`src/hdl/rle8_pkg.sv`:
```
// shared types and constants of the rle8 run decoder
`timescale 1ns / 1ps
`default_nettype none

package rle8_pkg;

    localparam int DEFAULT_MAX_WIDTH  = 4096;
    localparam int DEFAULT_MAX_HEIGHT = 4096;

    localparam int CFG_W    = 13;
    localparam int COLUMN_W = 16;
    localparam int ROW_W    = 13;
    localparam int OUT_POS_W = 12;

    // configuration register indexes
    localparam logic CFG_IMAGE_WIDTH  = 1'b0;
    localparam logic CFG_IMAGE_HEIGHT = 1'b1;

    localparam int CMD_FIFO_DEPTH = 2;

    typedef enum logic [2:0] {
        OP_NOP,
        OP_RUN,
        OP_EOL,
        OP_EOB,
        OP_DELTA,
        OP_LIT
    } cmd_op_t;

    // one classified item handed from the front to the back
    typedef struct packed {
        cmd_op_t    op;
        logic       start;
        logic       last;
        logic [7:0] arg_a;  // run count or column delta
        logic [7:0] arg_b;  // pixel value or row delta
    } cmd_t;

endpackage

`default_nettype wire

```
`src/hdl/rle8_front.sv`:
```
// byte parser: tracks the escape phase and turns each byte into a command
`timescale 1ns / 1ps
`default_nettype none

module rle8_front
(
    input  wire logic          clk,
    input  wire logic          rst_n,
    input  wire logic          fire,
    input  wire logic          frame_start,
    input  wire logic [7:0]    stream_byte,
    input  wire logic          stream_last,
    output rle8_pkg::cmd_t     cmd
);

    typedef enum logic [2:0] {
        PH_COUNT,
        PH_VALUE,
        PH_DX,
        PH_DY,
        PH_ABS,
        PH_PAD
    } phase_t;

    phase_t     phase_reg, phase_next, phase_base;
    logic [7:0] held_count_reg, held_count_next, held_count_base;
    logic [7:0] held_dx_reg, held_dx_next, held_dx_base;
    logic [7:0] abs_left_reg, abs_left_next, abs_left_base;
    logic       pad_reg, pad_next, pad_base;

    always_comb
    begin
        // a new frame clears the phase before this byte is looked at
        phase_base      = frame_start ? PH_COUNT : phase_reg;
        held_count_base = frame_start ? 8'd0 : held_count_reg;
        held_dx_base    = frame_start ? 8'd0 : held_dx_reg;
        abs_left_base   = frame_start ? 8'd0 : abs_left_reg;
        pad_base        = frame_start ? 1'b0 : pad_reg;

        phase_next      = phase_base;
        held_count_next = held_count_base;
        held_dx_next    = held_dx_base;
        abs_left_next   = abs_left_base;
        pad_next        = pad_base;

        cmd.op    = rle8_pkg::OP_NOP;
        cmd.start = frame_start;
        cmd.last  = stream_last;
        cmd.arg_a = 8'd0;
        cmd.arg_b = stream_byte;

        unique case (phase_base)
            PH_COUNT:
            begin
                held_count_next = stream_byte;
                phase_next      = PH_VALUE;
            end
            PH_VALUE:
            begin
                phase_next = PH_COUNT;
                if (held_count_base != 8'd0)
                begin
                    cmd.op    = rle8_pkg::OP_RUN;
                    cmd.arg_a = held_count_base;
                end
                else if (stream_byte == 8'd0)
                begin
                    cmd.op = rle8_pkg::OP_EOL;
                end
                else if (stream_byte == 8'd1)
                begin
                    cmd.op = rle8_pkg::OP_EOB;
                end
                else if (stream_byte == 8'd2)
                begin
                    phase_next = PH_DX;
                end
                else
                begin
                    abs_left_next = stream_byte;
                    pad_next      = stream_byte[0];
                    phase_next    = PH_ABS;
                end
            end
            PH_DX:
            begin
                held_dx_next = stream_byte;
                phase_next   = PH_DY;
            end
            PH_DY:
            begin
                cmd.op     = rle8_pkg::OP_DELTA;
                cmd.arg_a  = held_dx_base;
                phase_next = PH_COUNT;
            end
            PH_ABS:
            begin
                cmd.op = rle8_pkg::OP_LIT;
                if (abs_left_base != 8'd0)
                begin
                    abs_left_next = abs_left_base - 8'd1;
                end
                if (abs_left_next == 8'd0)
                begin
                    phase_next = pad_base ? PH_PAD : PH_COUNT;
                end
            end
            PH_PAD:
            begin
                // odd literal runs carry one filler byte
                phase_next = PH_COUNT;
            end
            default:
            begin
                phase_next = PH_COUNT;
            end
        endcase
    end

    always_ff @(posedge clk or negedge rst_n)
    begin
        if (!rst_n)
        begin
            phase_reg      <= PH_COUNT;
            held_count_reg <= 8'd0;
            held_dx_reg    <= 8'd0;
            abs_left_reg   <= 8'd0;
            pad_reg        <= 1'b0;
        end
        else if (fire)
        begin
            phase_reg      <= phase_next;
            held_count_reg <= held_count_next;
            held_dx_reg    <= held_dx_next;
            abs_left_reg   <= abs_left_next;
            pad_reg        <= pad_next;
        end
    end

endmodule

`default_nettype wire

```
`src/hdl/rle8_cmd_fifo.sv`:
```
// small command queue between parser and run generator
`timescale 1ns / 1ps
`default_nettype none

module rle8_cmd_fifo
(
    input  wire logic          clk,
    input  wire logic          rst_n,
    input  wire logic          push,
    input  wire rle8_pkg::cmd_t push_data,
    output logic               full,
    input  wire logic          pop,
    output rle8_pkg::cmd_t     pop_data,
    output logic               empty
);

    localparam int DEPTH = rle8_pkg::CMD_FIFO_DEPTH;
    localparam int PTR_W = (DEPTH > 1) ? $clog2(DEPTH) : 1;
    localparam int CNT_W = $clog2(DEPTH + 1);

    rle8_pkg::cmd_t entry_reg [DEPTH];
    logic [PTR_W-1:0] wr_ptr_reg, rd_ptr_reg;
    logic [CNT_W-1:0] count_reg;

    assign full     = (count_reg == CNT_W'(DEPTH));
    assign empty    = (count_reg == '0);
    assign pop_data = entry_reg[rd_ptr_reg];

    always_ff @(posedge clk)
    begin
        if (push)
        begin
            entry_reg[wr_ptr_reg] <= push_data;
        end
    end

    always_ff @(posedge clk or negedge rst_n)
    begin
        if (!rst_n)
        begin
            wr_ptr_reg <= '0;
            rd_ptr_reg <= '0;
            count_reg  <= '0;
        end
        else
        begin
            if (push)
            begin
                wr_ptr_reg <= (wr_ptr_reg == PTR_W'(DEPTH - 1)) ? '0 : wr_ptr_reg + 1'b1;
            end
            if (pop)
            begin
                rd_ptr_reg <= (rd_ptr_reg == PTR_W'(DEPTH - 1)) ? '0 : rd_ptr_reg + 1'b1;
            end
            if (push && !pop)
            begin
                count_reg <= count_reg + 1'b1;
            end
            else if (pop && !push)
            begin
                count_reg <= count_reg - 1'b1;
            end
        end
    end

endmodule

`default_nettype wire

```
`src/hdl/rle8_back.sv`:
```
// run generator: keeps the plane position and forms one result per command
`timescale 1ns / 1ps
`default_nettype none

module rle8_back
#(
    parameter int MAX_WIDTH  = rle8_pkg::DEFAULT_MAX_WIDTH,
    parameter int MAX_HEIGHT = rle8_pkg::DEFAULT_MAX_HEIGHT
)
(
    input  wire logic                              clk,
    input  wire logic                              rst_n,
    input  wire logic [rle8_pkg::CFG_W-1:0]        image_width,
    input  wire logic [rle8_pkg::CFG_W-1:0]        image_height,
    input  wire logic                              cmd_empty,
    input  wire rle8_pkg::cmd_t                    cmd,
    output logic                                   cmd_pop,
    output logic                                   out_valid,
    input  wire logic                              out_stall,
    output logic                                   write_valid,
    output logic [rle8_pkg::OUT_POS_W-1:0]         write_row,
    output logic [rle8_pkg::OUT_POS_W-1:0]         write_column,
    output logic [7:0]                             write_value,
    output logic [7:0]                             write_length,
    output logic                                   finished
);

    localparam int CW = rle8_pkg::CFG_W;
    localparam int COLW = rle8_pkg::COLUMN_W;
    localparam int RW = rle8_pkg::ROW_W;
    localparam int PW = rle8_pkg::OUT_POS_W;

    logic [COLW-1:0] column_reg, column_next, column_base;
    logic [RW-1:0]   row_reg, row_next, row_base;
    logic            done_reg, done_next, done_base;

    logic            out_valid_reg;
    logic            wv_next, fin_next;
    logic [PW-1:0]   wr_next, wc_next;
    logic [7:0]      wval_next, wlen_next;

    logic [CW-1:0]   w_eff, h_eff;
    logic            col_inside;
    logic [CW-1:0]   room;
    logic [7:0]      run_len;
    logic [COLW:0]   col_sum;
    logic [RW:0]     row_sum;

    // effective plane size is the register capped by the build limit
    assign w_eff = ({4'd0, image_width} < 17'(MAX_WIDTH)) ? image_width : CW'(MAX_WIDTH);
    assign h_eff = ({4'd0, image_height} < 17'(MAX_HEIGHT)) ? image_height : CW'(MAX_HEIGHT);

    assign cmd_pop   = !cmd_empty && (!out_valid_reg || !out_stall);
    assign out_valid = out_valid_reg;

    always_comb
    begin
        column_base = cmd.start ? '0 : column_reg;
        row_base    = cmd.start ? '0 : row_reg;
        done_base   = cmd.start ? 1'b0 : done_reg;

        col_inside = {{(COLW - CW){1'b0}}, w_eff} > column_base;
        room       = w_eff - column_base[CW-1:0];
        run_len    = ({5'd0, cmd.arg_a} < room) ? cmd.arg_a : room[7:0];
        col_sum    = {1'b0, column_base} + (COLW + 1)'(cmd.arg_a);
        row_sum    = {1'b0, row_base} + (RW + 1)'(cmd.arg_b);

        column_next = column_base;
        row_next    = row_base;
        done_next   = done_base;
        wv_next     = 1'b0;
        wr_next     = '0;
        wc_next     = '0;
        wval_next   = '0;
        wlen_next   = '0;
        fin_next    = 1'b0;

        if (!done_base && row_base >= h_eff)
        begin
            done_next = 1'b1;
            fin_next  = 1'b1;
        end
        else if (!done_base)
        begin
            unique case (cmd.op)
                rle8_pkg::OP_RUN:
                begin
                    if (col_inside)
                    begin
                        wv_next     = 1'b1;
                        wr_next     = row_base[PW-1:0];
                        wc_next     = column_base[PW-1:0];
                        wval_next   = cmd.arg_b;
                        wlen_next   = run_len;
                        column_next = column_base + COLW'(run_len);
                    end
                end
                rle8_pkg::OP_LIT:
                begin
                    if (col_inside)
                    begin
                        wv_next     = 1'b1;
                        wr_next     = row_base[PW-1:0];
                        wc_next     = column_base[PW-1:0];
                        wval_next   = cmd.arg_b;
                        wlen_next   = 8'd1;
                        column_next = column_base + 1'b1;
                    end
                end
                rle8_pkg::OP_EOL:
                begin
                    // row is below the height here, so the increment cannot wrap
                    column_next = '0;
                    row_next    = row_base + 1'b1;
                    if (row_next >= h_eff)
                    begin
                        done_next = 1'b1;
                        fin_next  = 1'b1;
                    end
                end
                rle8_pkg::OP_EOB:
                begin
                    done_next = 1'b1;
                    fin_next  = 1'b1;
                end
                rle8_pkg::OP_DELTA:
                begin
                    // both coordinates saturate
                    column_next = col_sum[COLW] ? '1 : col_sum[COLW-1:0];
                    row_next    = row_sum[RW] ? '1 : row_sum[RW-1:0];
                    if (row_next >= h_eff)
                    begin
                        done_next = 1'b1;
                        fin_next  = 1'b1;
                    end
                end
                default:
                begin
                end
            endcase

            if (cmd.last && !done_next)
            begin
                done_next = 1'b1;
                fin_next  = 1'b1;
            end
        end
    end

    always_ff @(posedge clk or negedge rst_n)
    begin
        if (!rst_n)
        begin
            column_reg    <= '0;
            row_reg       <= '0;
            done_reg      <= 1'b0;
            out_valid_reg <= 1'b0;
        end
        else
        begin
            if (cmd_pop)
            begin
                column_reg    <= column_next;
                row_reg       <= row_next;
                done_reg      <= done_next;
                out_valid_reg <= 1'b1;
            end
            else if (!out_stall)
            begin
                out_valid_reg <= 1'b0;
            end
        end
    end

    always_ff @(posedge clk)
    begin
        if (cmd_pop)
        begin
            write_valid  <= wv_next;
            write_row    <= wr_next;
            write_column <= wc_next;
            write_value  <= wval_next;
            write_length <= wlen_next;
            finished     <= fin_next;
        end
    end

endmodule

`default_nettype wire

```
`src/hdl/rle8_run_decoder_unit.sv`:
```
// top level of the rle8 run decoder
//
// Takes one compressed RLE8 byte per item and returns exactly one result item
// for it: a run write (row, column, value, length) when write_valid is high,
// and finished high on the item with which decoding ends. Sustained rate is
// one item per cycle while out_stall stays low. The parser forms its command
// combinationally and writes the two-entry queue at the accepting edge; the run
// generator pops an item into the output register once that register is
// free or being taken. While a result waits under out_stall the queue fills
// its two entries before in_stall rises. Register 0 is the image width,
// register 1 the image height, both 13 bits, reset to 1; write them only
// while no item is in flight. Set frame_start on the first byte of each image.
`timescale 1ns / 1ps
`default_nettype none

module rle8_run_decoder_unit
#(
    parameter int MAX_WIDTH  = rle8_pkg::DEFAULT_MAX_WIDTH,
    parameter int MAX_HEIGHT = rle8_pkg::DEFAULT_MAX_HEIGHT
)
(
    input  wire logic                              clk,
    input  wire logic                              rst_n,
    input  wire logic                              cfg_write_enable,
    input  wire logic                              cfg_index,
    input  wire logic [rle8_pkg::CFG_W-1:0]        cfg_data,
    input  wire logic                              in_valid,
    output logic                                   in_stall,
    input  wire logic                              frame_start,
    input  wire logic [7:0]                        stream_byte,
    input  wire logic                              stream_last,
    output logic                                   out_valid,
    input  wire logic                              out_stall,
    output logic                                   write_valid,
    output logic [rle8_pkg::OUT_POS_W-1:0]         write_row,
    output logic [rle8_pkg::OUT_POS_W-1:0]         write_column,
    output logic [7:0]                             write_value,
    output logic [7:0]                             write_length,
    output logic                                   finished
);

    logic [rle8_pkg::CFG_W-1:0] image_width_reg, image_height_reg;

    rle8_pkg::cmd_t front_cmd, back_cmd;
    logic           in_fire, q_full, q_empty, q_pop;

    assign in_stall = q_full;
    assign in_fire  = in_valid && !q_full;

    always_ff @(posedge clk or negedge rst_n)
    begin
        if (!rst_n)
        begin
            image_width_reg  <= rle8_pkg::CFG_W'(1);
            image_height_reg <= rle8_pkg::CFG_W'(1);
        end
        else if (cfg_write_enable)
        begin
            unique case (cfg_index)
                rle8_pkg::CFG_IMAGE_WIDTH:  image_width_reg  <= cfg_data;
                rle8_pkg::CFG_IMAGE_HEIGHT: image_height_reg <= cfg_data;
                default:
                begin
                end
            endcase
        end
    end

    rle8_front u_front
    (
        .clk         (clk),
        .rst_n       (rst_n),
        .fire        (in_fire),
        .frame_start (frame_start),
        .stream_byte (stream_byte),
        .stream_last (stream_last),
        .cmd         (front_cmd)
    );

    rle8_cmd_fifo u_queue
    (
        .clk       (clk),
        .rst_n     (rst_n),
        .push      (in_fire),
        .push_data (front_cmd),
        .full      (q_full),
        .pop       (q_pop),
        .pop_data  (back_cmd),
        .empty     (q_empty)
    );

    rle8_back
    #(
        .MAX_WIDTH  (MAX_WIDTH),
        .MAX_HEIGHT (MAX_HEIGHT)
    )
    u_back
    (
        .clk          (clk),
        .rst_n        (rst_n),
        .image_width  (image_width_reg),
        .image_height (image_height_reg),
        .cmd_empty    (q_empty),
        .cmd          (back_cmd),
        .cmd_pop      (q_pop),
        .out_valid    (out_valid),
        .out_stall    (out_stall),
        .write_valid  (write_valid),
        .write_row    (write_row),
        .write_column (write_column),
        .write_value  (write_value),
        .write_length (write_length),
        .finished     (finished)
    );

endmodule

`default_nettype wire

```
`config.mk`:
```
export PLATFORM = sky130hd
export DESIGN_NAME = rle8_run_decoder_unit
export DESIGN_NICKNAME = d
export VERILOG_FILES = /design/src/hdl/rle8_pkg.sv /design/src/hdl/rle8_front.sv /design/src/hdl/rle8_cmd_fifo.sv /design/src/hdl/rle8_back.sv /design/src/hdl/rle8_run_decoder_unit.sv
export SDC_FILE = /design/constraint.sdc
export NUM_CORES = 1
export LEC_CHECK = 0
export BUFFER_PORTS_ARGS = -buffer_cell sky130_fd_sc_hd__buf_4
export CAP_MARGIN = 20
export CORE_ASPECT_RATIO = 2
export CORE_MARGIN = 5
export CORE_UTILIZATION = 35
export CTS_BUF_LIST = sky130_fd_sc_hd__clkbuf_2
export DETAILED_ROUTE_END_ITERATION = 10
export HOLD_SLACK_MARGIN = 0.08
export PLACE_DENSITY_LB_ADDON = 0.12
export SYNTH_ARGS = -nofsm -noshare
export SYNTH_HDL_FRONTEND = slang
export SYNTH_SLANG_ARGS = --single-unit
```
`constraint.sdc`:
```
create_clock -name clk -period 7.8 [get_ports clk]
set_clock_uncertainty 0.05 [all_clocks]
set_input_delay 1.56 -clock clk [delete_from_list [all_inputs] [get_ports clk]]
set_output_delay 1.56 -clock clk [all_outputs]
set_load 0.01 [all_outputs]
```
==> results.py, run 1 <==
metrics = {
    "outcome": {
        "run_status": "finished clean",
    },
    "floorplanning": {
        "starting_density_of_the_core_pct": 35.2,
        "placeableCoreArea_um2": 32800,
        "dieWidth_um": 138,
        "num_io_pins": 73,
        "rows": 94,
        "die_height_um": 267,
        "design.die.area_um2": 37000,
    },
    "global_route": {
        "grt_antenna_before_repair": 1,
        "grt_pass1_vias": 10006,
        "overflow_left_after_global_routing": 0,
        "first_pass_grt_wire_length_um": 57400,
        "grt_use_total_pct": 20.2,
        "largest_net_degree_at_the_start_of_global_routing": 59,
    },
    "logic_synthesis": {
        "synth_cell_type_count": 76,
        "seq_area_frac_synth_pct": 41.1,
        "synth_edf_count": 84,
        "postSynthRegisterBits": 173,
        "synth_area_leader_cell": "edfxtp_1",
        "postSynthNetCount": 1339,
        "synth_top_cell_area_share_pct": 21.8,
        "syn-instance-count": 1217,
        "synth_warnings": 0,
        "ys_dominant_reg_cell": "dfrtp_1",
        "synth.avg_cell_area_um2": 9.50,
        "synth_async_sr_flop_share_pct": 51.4,
        "post_synth_instance_area_um2": 11600,
        "post_synth_main_area_contributors": "edfxtp_1 (22%), dfrtp_1 (19%), ha_1 (9.6%)",
    },
    "routing": {
        "remaining_drc_errors": 0,
        "avgViaCountPerCell": 5.64,
        "dr.first_iter.drc_count": 618,
        "detail_route.first_pass.iterations": 7,
        "wirelength_um": 37700,
        "ant_nets": 0,
        "route.vias.total": 9773,
        "wire_per_inst_um": 21.7,
    },
    "sta": {
        "final_hold_viol_count": 0,
        "setup_viol": 0,
        "period_share_pct": 83.9,
        "timing.fmax_mhz": 153,
        "grt_setup_unrepaired": "no",
        "relSlewSlack_pct": 23.9,
        "worst_tran_pin_value_ps": 1130,
        "timing.final.crit_period_ps": 6540,
        "fin_tns_setup_ps": 0,
        "maxSlewViolCount": 0,
    },
    "power": {
        "power.net_switching_mw": 2.06,
        "leak_pwr_nw": 5.54,
        "p_int_mw": 2.45,
        "p_seq_share_pct": 32.0,
        "switching_share_pct": 45.7,
        "power_frac_clock_pct": 13.8,
        "power_frac_comb_pct": 54.2,
        "power.ir.vdd_worst_uv": 193,
        "pwr_per_cell_area_nw_per_um2": 348,
    },
    "cells_and_area": {
        "synthToLayoutAreaGrowth_pct": 12.1,
        "postLayoutCellArea_um2": 13000,
        "net_count_final": 1409,
        "finish.utilization_pct": 39.5,
        "layout.cells.non_filler": 1733,
        "drive_gt1_share_pct": 15.3,
        "largest_register_ffs": 42,
        "fill_cells": 3253,
    },
    "clock_network": {
        "clock_path_buffers": 2,
        "cts-buffers-inserted": 17,
        "clkTransAtPathRegs_ps": 270,
        "tritoncts_num_sinks": 173,
        "cts_root_buffer": "clkbuf_2",
        "tritoncts": "built",
        "clkLatencyLatePin_ps": 850,
        "htreeDepth": 4,
        "cts.repair_timing.setup_buffer_count": 0,
        "post_cts_resize_count": 0,
        "postCtsHoldBufs": 0,
    },
    "placement": {
        "global_placement_routability_congestion": 0.927,
        "placedInstanceArea_um2": 12600,
        "placement.io_buffers": 72,
        "dp_cells": 1698,
        "hpwl_um": 29100,
    },
    "hold_path": {
        "min_delay_path_depth": 1,
        "hold_path_class": "reg -> reg",
    },
    "critical_path": {
        "critical_path.startpoint_type": "flip-flop",
        "rr_worst_depth": 25,
        "end_kind": "flip-flop",
        "cp_class": "reg -> reg",
        "arrival_ps": 7270,
        "crit_required_ps": 8530,
        "timing.critical_path.fanout_max": 8,
    },
    "flow_run": {
        "drv.max_cap_violation_count": 0,
    },
}
==> cell usage in the layout (no fill, tap or decap), types with 10 or more instances in the layout <==
cell type and count:
o21ai_0 85, inv_1 52, nor2b_1 24, and3_1 15, ha_1 89, o211ai_1 10, a22o_1 14, xnor2_1 30
nand2_1 141, clkbuf_2 18, a31oi_1 18, dfrtp_1 87, nor3_1 41, a211oi_1 12, xor2_1 16, a22oi_1 15
mux2i_1 20, o21a_1 12, a21o_1 13, nand2b_1 12, edfxtp_1 84, nor2_1 89, and2_1 13, buf_4 89
nand4_1 13, nand3_1 29, mux2_2 48, a21oi_1 82
==> area by class of cell <==
type                            instances  area (µm²)  share of cell area, %
Timing Repair Buffer                   90         676                   5.21
Multi-Input combinational cell        951        6470                   49.9
Sequential cell                       173        4750                   36.7
Clock buffer                           18        90.1                  0.695
Tap cell                              432         541                   4.17
Inverter                               54         203                   1.56
Clock inverter                         14         229                   1.77
Antenna cell                            1        2.50                 0.0193
==> worst paths after layout <==
check / start / to / slack [ps]
min reg2reg: u_queue.wr_ptr_reg / u_queue.wr_ptr_reg / 460
min: u_queue.wr_ptr_reg / u_queue.wr_ptr_reg / 460
min in group asynchronous: rst_n / u_back.row_reg[12] / 550
max reg2reg: u_queue.rd_ptr_reg / u_back.column_reg[9] / 1260
max: u_queue.rd_ptr_reg / u_back.column_reg[9] / 1260
max in group asynchronous: rst_n / u_back.column_reg[4] / 5900
==> kinds of logic after synthesis <==
group	share of synthesized area, %
compound gates	18.2
xor+xnor	3.49
fa+ha+maj	10.3
buf+inv	3.13
flops	41.1
mux	6.58
simple gates	17.2
==> synthesized netlist by cell type, drive strengths merged, types with 4 or more instances <==
cell    number
dfrtp       87
nor4        11
a22o        14
nor3b        5
clkbuf      27
nand3       29
and3        16
nand2b      12
o31ai        9
inv         53
nor3        41
a221o        7
edfxtp      84
nand4       13
or2          6
mux2        48
nor2b       24
and2        14
xor2        16
a21oi       83
o21ai       90
buf         12
o211ai      10
o21a        12
nor2        90
a21o        15
nand2      141
a31oi       18
a22oi       15
xnor2       30
ha          89
fa           4
or3          8
o22a         4
mux2i       22
a211oi      12
==> power groups by stage <==
stage	logic [mW]	clock network [mW]	registers [mW]
5_1_grt	2.69	0.675	1.48
3_3_place_gp	2.43	0	1.46
6_report	2.44	0.620	1.45
4_1_cts	2.46	0.649	1.44
2_1_floorplan	1.62	0	1.44
3_5_place_dp	2.44	0	1.46
==> routing by layer <==
| metal | vias up | GRT usage (%) | wire length [µm] |
|---|---|---|---|
| met5 | - | 0 | 0 |
| met4 | 0 | 11.1 | 2010 |
| li1 | 4634 | - | - |
| met2 | 277 | 40.1 | 21200 |
| met1 | 4771 | 19.8 | 13300 |
| met3 | 91 | 2.81 | 1210 |
==> through the flow <==
step | setup WS (ps) | hold WS [ps] | power (mW)
3_3_place_gp | 1360 | 430 | 3.90
2_1_floorplan | 1800 | 410 | 3.06
3_5_place_dp | 1240 | 436 | 3.91
4_1_cts | 1280 | 446 | 4.55
5_1_grt | 726 | 476 | 4.85
6_report | 1260 | 464 | 4.51
==> critical path, cell delays in order (launching register included) <==
cell       delay (ps)
dfrtp_1           460
mux2i_4           390
and2_1            330
ha_1              220
inv_1              50
fa_1              420
a211oi_1          400
o21bai_1          130
a21oi_1           180
xor2_1            220
ha_1              270
o21a_1            170
o2111ai_1         180
a211oi_1           80
o21ai_2           250
mux2i_1           400
inv_1              80
ha_1              300
a211oi_1           90
o21ai_0           370
a41oi_1           260
a2111oi_4         540
xnor2_1           110
a22oi_1           190
nand3_1           100
a22o_1            230
Power figures use the tool's default switching activity.
==> run 2, diff against run 1 <==
Clock period 7.8 ns to 6.3 ns, I/O delays scaled along.
==> results.py, run 2 (synthesis results as in run 1) <==
metrics = {
    "outcome": {
        "run_status": "finished clean",
    },
    "power": {
        "pwr_per_cell_area_nw_per_um2": 435,
        "leak_pwr_nw": 5.60,
        "power.ir.vdd_worst_uv": 266,
    },
    "clock_network": {
        "tritoncts_num_sinks": 173,
        "htreeDepth": 4,
        "clock_path_buffers": 2,
        "cts_root_buffer": "clkbuf_2",
        "clkLatencyLatePin_ps": 870,
        "cts-buffers-inserted": 17,
        "clkTransAtPathRegs_ps": 270,
        "tritoncts": "built",
    },
    "cells_and_area": {
        "synthToLayoutAreaGrowth_pct": 12.9,
        "largest_register_ffs": 42,
        "net_count_final": 1424,
        "layout.cells.most_common": "nand2_1",
        "final_cell_mix": "nand2_1 (141), buf_4 (103), nor2_1 (89), ha_1 (89), dfrtp_1 (87)",
        "drive_gt1_share_pct": 16.3,
    },
    "global_route": {
        "grt_use_met2_pct": 41.1,
        "grt_use_total_pct": 21.1,
        "largest_net_degree_at_the_start_of_global_routing": 52,
        "grt_pass1_vias": 10063,
        "overflow_left_after_global_routing": 0,
        "top_usage_layer": "met2",
        "first_pass_grt_wire_length_um": 59900,
        "grt.met3_usage_pct": 2.80,
        "grt_antenna_before_repair": 1,
        "grt.met1_usage_pct": 21.5,
    },
    "placement": {
        "global_placement_routability_congestion": 0.944,
        "placement.io_buffers": 72,
        "hpwl_um": 29800,
        "detailedPlace.worstSlack_ps": 292,
    },
    "critical_path": {
        "cp_class": "reg -> reg",
        "crit_path_cell_trace": "mux2i_4 -> nand2_1 -> fa_1 -> a211oi_2 -> o21bai_1 -> a21oi_1 -> xor2_1 -> ha_1 -> o21a_1 -> o2111ai_1 -> a211oi_1 -> o21ai_2 -> mux2_2 -> ha_1 -> inv_1 -> fa_1 -> nand2b_1 -> a21oi_1 -> o311a_1 -> o21ai_0 -> a211oi_1 -> o211ai_1 -> o211ai_1 -> o31ai_1",
        "end_kind": "flip-flop",
        "timing.critical_path.fanout_max": 5,
        "crit_required_ps": 7020,
        "critical_path.startpoint_type": "flip-flop",
        "cp_slowest_cell": "fa_1",
        "arrival_ps": 6600,
        "slowest_delay_ps": 560,
    },
    "routing": {
        "wirelength_um": 38800,
        "avgViaCountPerCell": 5.62,
        "route.vias.total": 9822,
        "dr.first_iter.drc_count": 552,
        "wire_per_inst_um": 22.2,
        "remaining_drc_errors": 0,
        "ant_nets": 0,
        "detail_route.first_pass.iterations": 5,
    },
    "sta": {
        "relSlewSlack_pct": 30.3,
        "setup_viol": 0,
        "timing.fmax_mhz": 170,
        "grt_setup_unrepaired": "no",
        "period_share_pct": 93.3,
        "worst_tran_pin_value_ps": 1040,
        "fin_tns_setup_ps": 0,
        "timing.final.crit_period_ps": 5880,
        "maxSlewViolCount": 0,
        "final.setup.worst_slack_ps": 422,
        "final_hold_viol_count": 0,
    },
    "floorplanning": {
        "rows": 94,
        "num_io_pins": 73,
        "placeableCoreArea_um2": 32800,
        "design.die.area_um2": 37000,
        "starting_density_of_the_core_pct": 35.2,
        "dieWidth_um": 138,
        "die_height_um": 267,
    },
    "hold_path": {
        "hold_path_class": "in -> async",
    },
    "flow_run": {
        "drv.max_cap_violation_count": 0,
    },
}
-- run 2: timing repair --
item                       in CTS  in global routing
setup buffers                   0                  0
hold buffers                    0                  0
gates resized for setup         0                  3
setup endpoints to repair       0                  5
-- run 2: cell type report --
class	instances	area, µm²
Sequential cell	173	4750
Tap cell	432	541
Antenna cell	1	2.50
Fill cell	3266	19800
Clock buffer	18	90.1
Timing Repair Buffer	105	788
Multi-Input combinational cell	951	6470
Clock inverter	14	203
Inverter	54	203
-- run 2: per-stage QoR --
step	hold WS [ps]	total power [mW]	instances	instance area (µm²)	utilization (%)
floorplan	410	3.79	1217	11600	-
global placement	430	4.94	1712	12700	38.8
detailed placement	431	4.94	1712	12700	38.8
CTS	186	5.70	1744	13000	39.7
global route	252	6.08	1748	13100	39.8
finish	301	5.67	1748	13100	39.8
-- run 2: power by group --
group          switching (mW)  leakage [nW]  internal [mW]
Combinational            1.96          3.49           1.20
Clock                   0.457         0.174          0.274
Sequential              0.223          1.94           1.56
Total                    2.64          5.60           3.03
-- run 2: layer usage --
metal  vias up  share of wire, %
li1       4655                 -
met5         -                 0
met1      4755                36
met2       301                56
met3       111               3.2
met4         0               5.6
-- run 2: worst paths after layout --
kind                               startpoint                        end  slack, ps  cells after the start
setup / recovery           u_queue.rd_ptr_reg      u_back.column_reg[14]        420                     24
hold / removal                          rst_n       image_height_reg[12]        300                      1
setup reg to reg           u_queue.rd_ptr_reg      u_back.column_reg[14]        420                     24
hold reg to reg            u_queue.wr_ptr_reg         u_queue.wr_ptr_reg        470                      1
max in group asynchronous               rst_n  u_front.held_count_reg[7]       4740                      2
min in group clk           u_queue.wr_ptr_reg         u_queue.wr_ptr_reg        470                      1
-- run 2: critical path: cells and delay by family, from the launching register on --
| kind | cells | cell delay [ps] |
|---|---|---|
| and+or+nand+nor | 2 | 460 |
| adders and majority gates | 4 | 1320 |
| DFF | 1 | 470 |
| buffers and inverters | 1 | 60 |
| xor gates and xnor gates | 1 | 250 |
| muxes | 2 | 570 |
| AOI/OAI and AO/OA | 14 | 2630 |
